===== src/hw/rtl/e2q_pkg.sv =====
`timescale 1ns / 1ps
// ----------------------------------------------------------------------------
// e2q_pkg
// Shared widths, constants, cell payload types and helper functions for the
// euler angle to quaternion pipeline.
// ----------------------------------------------------------------------------
package e2q_pkg;

  // port widths
  localparam int ANGLE_BITS = 16;
  localparam int OUT_BITS   = 16;

  // cordic datapath
  localparam int STEPS  = 30;
  localparam int STEP_W = $clog2(STEPS);
  localparam int DW     = 32;
  localparam int ZW     = 34;
  localparam int LANES  = 3;
  localparam int ASHIFT = 32 - ANGLE_BITS;

  // lane numbers
  localparam int LANE_ROLL  = 0;
  localparam int LANE_PITCH = 1;
  localparam int LANE_YAW   = 2;

  // q30 constants
  localparam logic signed [DW-1:0] GAIN_INV_Q30 = 32'sd652032874;
  localparam logic signed [ZW-1:0] HALF_PI_Q30  = 34'sd1686629713;
  localparam logic signed [ZW-1:0] PI_Q30       = 34'sd3373259426;

  // product and output widths
  localparam int PW   = 2 * DW;
  localparam int SW   = PW + 1;
  localparam int FRAC = OUT_BITS - 2;
  localparam int RSH  = 60 - FRAC;

  localparam logic signed [SW-1:0]       RND_Q60 = SW'(1) <<< (59 - FRAC);
  localparam logic signed [OUT_BITS-1:0] ONE_Q   = OUT_BITS'(1) <<< FRAC;
  localparam logic signed [SW-1:0]       ONE_W   = SW'(1) <<< FRAC;

  // one rotation lane
  typedef struct packed {
    logic signed [DW-1:0] x;
    logic signed [DW-1:0] y;
    logic signed [DW-1:0] z;
  } lane_t;

  // payload handed from cell to cell
  typedef struct packed {
    lane_t [LANES-1:0] lane;
    logic  [LANES-1:0] neg;
  } cell_t;

  // truncated arctangent table, q30
  function automatic logic signed [DW-1:0] atan_q30(input logic [STEP_W-1:0] idx);
    logic signed [DW-1:0] v;
    case (idx)
      5'd0:    v = 32'sh3243F6A8;
      5'd1:    v = 32'sh1DAC6705;
      5'd2:    v = 32'sh0FADBAFC;
      5'd3:    v = 32'sh07F56EA6;
      5'd4:    v = 32'sh03FEAB76;
      5'd5:    v = 32'sh01FFD55B;
      5'd6:    v = 32'sh00FFFAAA;
      5'd7:    v = 32'sh007FFF55;
      5'd8:    v = 32'sh003FFFEA;
      5'd9:    v = 32'sh001FFFFD;
      5'd10:   v = 32'sh000FFFFF;
      5'd11:   v = 32'sh0007FFFF;
      5'd12:   v = 32'sh0003FFFF;
      5'd13:   v = 32'sh0001FFFF;
      5'd14:   v = 32'sh0000FFFF;
      5'd15:   v = 32'sh00007FFF;
      5'd16:   v = 32'sh00003FFF;
      5'd17:   v = 32'sh00001FFF;
      5'd18:   v = 32'sh00000FFF;
      5'd19:   v = 32'sh000007FF;
      5'd20:   v = 32'sh000003FF;
      5'd21:   v = 32'sh000001FF;
      5'd22:   v = 32'sh000000FF;
      5'd23:   v = 32'sh0000007F;
      5'd24:   v = 32'sh0000003F;
      5'd25:   v = 32'sh0000001F;
      5'd26:   v = 32'sh0000000F;
      5'd27:   v = 32'sh00000008;
      5'd28:   v = 32'sh00000004;
      5'd29:   v = 32'sh00000002;
      default: v = '0;
    endcase
    return v;
  endfunction

  // round half up from q60, then clamp to plus or minus one
  function automatic logic signed [OUT_BITS-1:0] finish_q(input logic signed [SW-1:0] s);
    logic signed [SW-1:0] r;
    logic signed [OUT_BITS-1:0] o;
    r = (s + RND_Q60) >>> RSH;
    if (r > ONE_W) begin
      o = ONE_Q;
    end else if (r < -ONE_W) begin
      o = -ONE_Q;
    end else begin
      o = OUT_BITS'(r);
    end
    return o;
  endfunction

endpackage


===== src/hw/rtl/e2q_fold_cell.sv =====
`timescale 1ns / 1ps
// ----------------------------------------------------------------------------
// e2q_fold_cell
// Head cell of the chain: halves the three angles into q30, folds them into
// plus or minus pi/2 and seeds the rotation lanes.
// ----------------------------------------------------------------------------
module e2q_fold_cell (
  input  logic                                  clk_i,
  input  logic                                  rst_ni,
  input  logic                                  valid_i,
  output logic                                  ready_o,
  input  logic signed [e2q_pkg::ANGLE_BITS-1:0] roll_angle_i,
  input  logic signed [e2q_pkg::ANGLE_BITS-1:0] pitch_angle_i,
  input  logic signed [e2q_pkg::ANGLE_BITS-1:0] yaw_angle_i,
  output logic                                  valid_o,
  input  logic                                  ready_i,
  output e2q_pkg::cell_t                        data_o
);

  logic           valid_q;
  e2q_pkg::cell_t data_d, data_q;
  logic           load;

  // half angle, quadrant fold and lane seed
  always_comb begin
    logic signed [e2q_pkg::ANGLE_BITS-1:0] ang [e2q_pkg::LANES];
    logic signed [e2q_pkg::ZW-1:0]         zw;
    ang[e2q_pkg::LANE_ROLL]  = roll_angle_i;
    ang[e2q_pkg::LANE_PITCH] = pitch_angle_i;
    ang[e2q_pkg::LANE_YAW]   = yaw_angle_i;
    data_d = '0;
    for (int l = 0; l < e2q_pkg::LANES; l++) begin
      zw = e2q_pkg::ZW'(ang[l]) <<< e2q_pkg::ASHIFT;
      data_d.neg[l] = 1'b0;
      if (zw > e2q_pkg::HALF_PI_Q30) begin
        zw = zw - e2q_pkg::PI_Q30;
        data_d.neg[l] = 1'b1;
      end else if (zw < -e2q_pkg::HALF_PI_Q30) begin
        zw = zw + e2q_pkg::PI_Q30;
        data_d.neg[l] = 1'b1;
      end
      data_d.lane[l].x = e2q_pkg::GAIN_INV_Q30;
      data_d.lane[l].y = '0;
      data_d.lane[l].z = zw[e2q_pkg::DW-1:0];
    end
  end

  // handshake: take a new item when empty or when the next cell takes ours
  assign ready_o = !valid_q || ready_i;
  assign load    = valid_i && ready_o;

  always_ff @(posedge clk_i or negedge rst_ni) begin
    if (!rst_ni) begin
      valid_q <= 1'b0;
    end else if (ready_o) begin
      valid_q <= valid_i;
    end
  end

  always_ff @(posedge clk_i) begin
    if (load) begin
      data_q <= data_d;
    end
  end

  assign valid_o = valid_q;
  assign data_o  = data_q;

endmodule


===== config.mk =====
export PLATFORM = sky130hd
export DESIGN_NAME = e2q_fold_cell
export DESIGN_NICKNAME = d
export VERILOG_FILES = /design/src/hw/rtl/e2q_pkg.sv /design/src/hw/rtl/e2q_fold_cell.sv
export SDC_FILE = /design/constraint.sdc
export NUM_CORES = 1
export LEC_CHECK = 0
export BUFFER_PORTS_ARGS = -buffer_cell sky130_fd_sc_hd__buf_2
export CAP_MARGIN = 20
export CORE_AREA = 2 2 133 135
export CTS_BUF_LIST = sky130_fd_sc_hd__clkbuf_4 sky130_fd_sc_hd__clkbuf_8
export CTS_CLUSTER_SIZE = 12
export DETAILED_ROUTE_END_ITERATION = 10
export DIE_AREA = 0 0 135 137
export GPL_TIMING_DRIVEN = 1
export HOLD_SLACK_MARGIN = 0.02
export PLACE_DENSITY = 0.62
export SYNTH_ARGS = -nofsm -noshare
export SYNTH_HDL_FRONTEND = slang
export SYNTH_SLANG_ARGS = --single-unit

===== constraint.sdc =====
create_clock -name clk_i -period 2.1 [get_ports clk_i]
set_input_delay 0.315 -clock clk_i [delete_from_list [all_inputs] [get_ports clk_i]]
set_output_delay 0.315 -clock clk_i [all_outputs]
set_load 0.03 [all_outputs]

==> flow_summary.ini <==
[final_layout]
layout-drive-gt1-share_pct = 34.34
fill_cells = 1805
syn_to_final_growth_pct = 11.04
antenna_cells = 0
stdcell_count = 956
multi_input_area_um2 = 2351
fin_util_pct = 34.60
register_area_um2 = 1737
nets = 787

[logic_synthesis]
ys.flop_type = edfxtp_1
synth_warnings = 0
synth_edf_count = 57
syn_inst = 564
async_flop_share_pct = 1.724
syn_area_per_cell_um2 = 9.424
syn-cell-area_um2 = 5315
ys_ff_latch = 58
yosysUniqueCellTypes = 66
synth_seq_area_share_pct = 32.67

[global_route]
grt_pass1_vias = 3147
grtUsageTotal_pct = 11.10
overflow = 0
grt_pass1_wl_mm = 16.01
antenna_found_initial = 0
grt_max_degree = 37

[run_status]
status = complete, no violations

[critical_path]
cp-start-kind = input pin
path_max_fanout = 11
startpoint = yaw_angle_i[5]
crit_arrival_ns = 1.98
crit_type = in -> reg
r2r_start = valid_o
worstPathRequired_ns = 2.20
crit_path_end_kind = flop

[pwr]
ir_drop_mv = 0.2732
p_per_area_nw_per_um2 = 634.9
total_power_w = 0.003747
p_leak_nw = 2.846

[timing]
slew_headroom_pct = 63.21
fin_crit_sh_pct = 89.65
final-setup-viol-count = 0
report.final.hold_viol_count = 0
drv_slew = 0
max_freq_mhz = 531.2
setup_ws_ns = 0.2173
worstMarginPinSlew_ns = 0.5447
fin_crit_ns = 1.883
rsz0062_at_grt = no
finalClockSkew_ns = 0.01485

[detailed_routing]
wl_mm = 11.21
avgViaCountPerCell = 4.036
drtIter0Drc = 252
vias = 3858
wl_per_cell_um = 11.72
drc_errors = 0
ant_nets = 0
drtPass1Iterations = 5

[floorplan]
fp.dieH_um = 137
dieArea_um2 = 18500
io_pins = 345
fp-row-count = 48
die_w_um = 135
core_region_area_um2 = 17060
start_util_pct = 31.16

[placement]
dpl.hpwl_mm = 8.939
gp_congestion = 0.8740
io_buffers = 149
dp.cells = 939
dp_slack_ns = -0.1288

[clock_network]
htreeDepth = 3
cts.path.max_buffers = 2
path_clk_slew_ns = 0.06
cts-root-buf = clkbuf_8
cts_resized = 0
cts_buffers = 9
cts_tree = done
clk_latency_ns = 0.35
clock-sinks = 58

[worst_hold_path]
hold_class = in -> reg
worstHoldStart = valid_i

[run]
cap_violations = 0
-- registers in the layout, summed over array words and instances (netlist names) --
signal	cells
data_o	57
valid_o	1
-- placed cells by master, fill, tap and decap left out, types with 4 or more instances in the layout --
cell type / netlist / layout
a21oi_1: 16 / 16
a31o_2: 4 / 4
a31oi_1: 4 / 4
a32oi_1: 4 / 4
buf_2: 6 / 149
buf_4: 235 / 61
clkbuf_8: 0 / 9
clkinv_2: 0 / 4
conb_1: 2 / 195
edfxtp_1: 57 / 57
ha_1: 9 / 9
inv_1: 23 / 23
nand2_1: 24 / 24
nand2b_1: 4 / 4
nand3_1: 8 / 8
nor2_1: 13 / 13
nor3_1: 5 / 5
nor3b_1: 4 / 4
nor4_1: 4 / 4
o21ai_0: 15 / 15
o22ai_1: 6 / 6
or3b_2: 5 / 5
xnor2_1: 28 / 28
xor2_1: 6 / 6
-- cells in the mapped netlist, drive strengths merged, types with 2 or more instances --
| library cell | instances | area (um^2) |
|---|---|---|
| o41ai | 3 | 26.28 |
| nor3 | 5 | 25.02 |
| mux2i | 2 | 20.02 |
| a2111oi | 4 | 53.81 |
| and3 | 3 | 18.77 |
| clkbuf | 12 | 46.29 |
| and2 | 2 | 13.77 |
| o21a | 2 | 15.01 |
| or2 | 2 | 12.51 |
| edfxtp | 57 | 1712 |
| nor4 | 4 | 25.02 |
| xnor2 | 28 | 245.2 |
| xor2 | 6 | 52.55 |
| nand3b | 3 | 22.52 |
| conb | 2 | 7.510 |
| o21ai | 15 | 75.07 |
| a21oi | 16 | 80.08 |
| a31oi | 4 | 25.02 |
| o22ai | 6 | 37.54 |
| or3 | 3 | 18.77 |
| o41a | 3 | 33.78 |
| o21bai | 2 | 15.01 |
| a41o | 2 | 21.27 |
| a2bb2oi | 3 | 26.28 |
| nand2b | 4 | 25.02 |
| nor2b | 2 | 12.51 |
| nor3b | 4 | 30.03 |
| o211ai | 2 | 15.01 |
| or3b | 6 | 55.05 |
| ha | 9 | 112.6 |
| a22oi | 4 | 40.03 |
| nand3 | 8 | 40.04 |
| a31o | 4 | 35.03 |
| nand2 | 24 | 90.09 |
| inv | 23 | 86.33 |
| nor2 | 14 | 55.06 |
| a32oi | 4 | 35.03 |
| a41oi | 3 | 26.28 |
| o31a | 4 | 36.29 |
| nand4 | 2 | 12.51 |
| buf | 243 | 1817 |
-- stage by stage --
stage / hold WS, ns / TNS (ns) / area, um^2
after detailed placement: 0.09082 / -1.450 / 5703
after CTS: 0.1569 / 0 / 5902
after floorplan: 0.01941 / 0 / 6041
after global placement: 0.09042 / -1.103 / 5703
final: 0.1809 / 0 / 5902
after global routing: 0.1750 / 0 / 5902
-- logic make-up after synthesis --
family | Yosys count | share of synthesized area [%]
compound gates | 91 | 13.28
mux | 2 | 0.3767
buf+inv | 279 | 36.75
fa+ha+maj | 9 | 2.119
other cells | 2 | 0.1413
flops | 58 | 32.67
xor+xnor | 34 | 5.603
simple gates | 89 | 9.063
-- power breakdown --
group	leakage (nW)	switching, W	total, W	internal [W]
Combinational	2.19	0.00101	0.00132	0.000310
Sequential	0.558	0.0000262	0.00140	0.00137
Clock	0.0992	0.000478	0.00103	0.000552
Total	2.85	0.00151	0.00375	0.00224
-- final cells by class --
| type | instances | area share (%) |
|---|---|---|
| clock buffer | 10 | 2.226 |
| clock inverter | 6 | 0.9752 |
| tap | 225 | 4.770 |
| multi-input combinational | 420 | 39.83 |
| timing repair buffer | 213 | 21.24 |
| sequential | 58 | 29.43 |
| inverter | 24 | 1.526 |
-- path summary, 6_finish.rpt --
check	to	slack (ns)	cells after the start
max	data_o[216]	0.22	7
min	valid_o	0.18	2
max reg2reg	data_o[30]	0.85	3
min reg2reg	valid_o	0.53	2
max in group asynchronous	valid_o	1.74	2
min in group asynchronous	valid_o	0.27	2
-- critical path: stages --
cell and delay [ns]:
buf_2 0.11, inv_1 0.07, ha_1 0.18, or3b_4 0.41, a2111oi_4 0.34, nor2_2 0.18
o31a_2 0.37
-- what timing repair did --
item	CTS	global route
buffers inserted	0	0
hold endpoints to repair	1	0
hold buffers	1	0
setup endpoints to repair	0	0
-- metal layers --
| layer | part of all wire (%) | GRT usage (%) | vias up |
|---|---|---|---|
| met2 | 49 | 18.70 | 228 |
| met3 | 8.9 | 2.630 | 15 |
| met1 | 40 | 13.76 | 1777 |
| met4 | 1.7 | 4.282 | 0 |
| met5 | 0 | 0 | - |
| li1 | - | - | 1838 |
(Power assumes the default switching activity.)
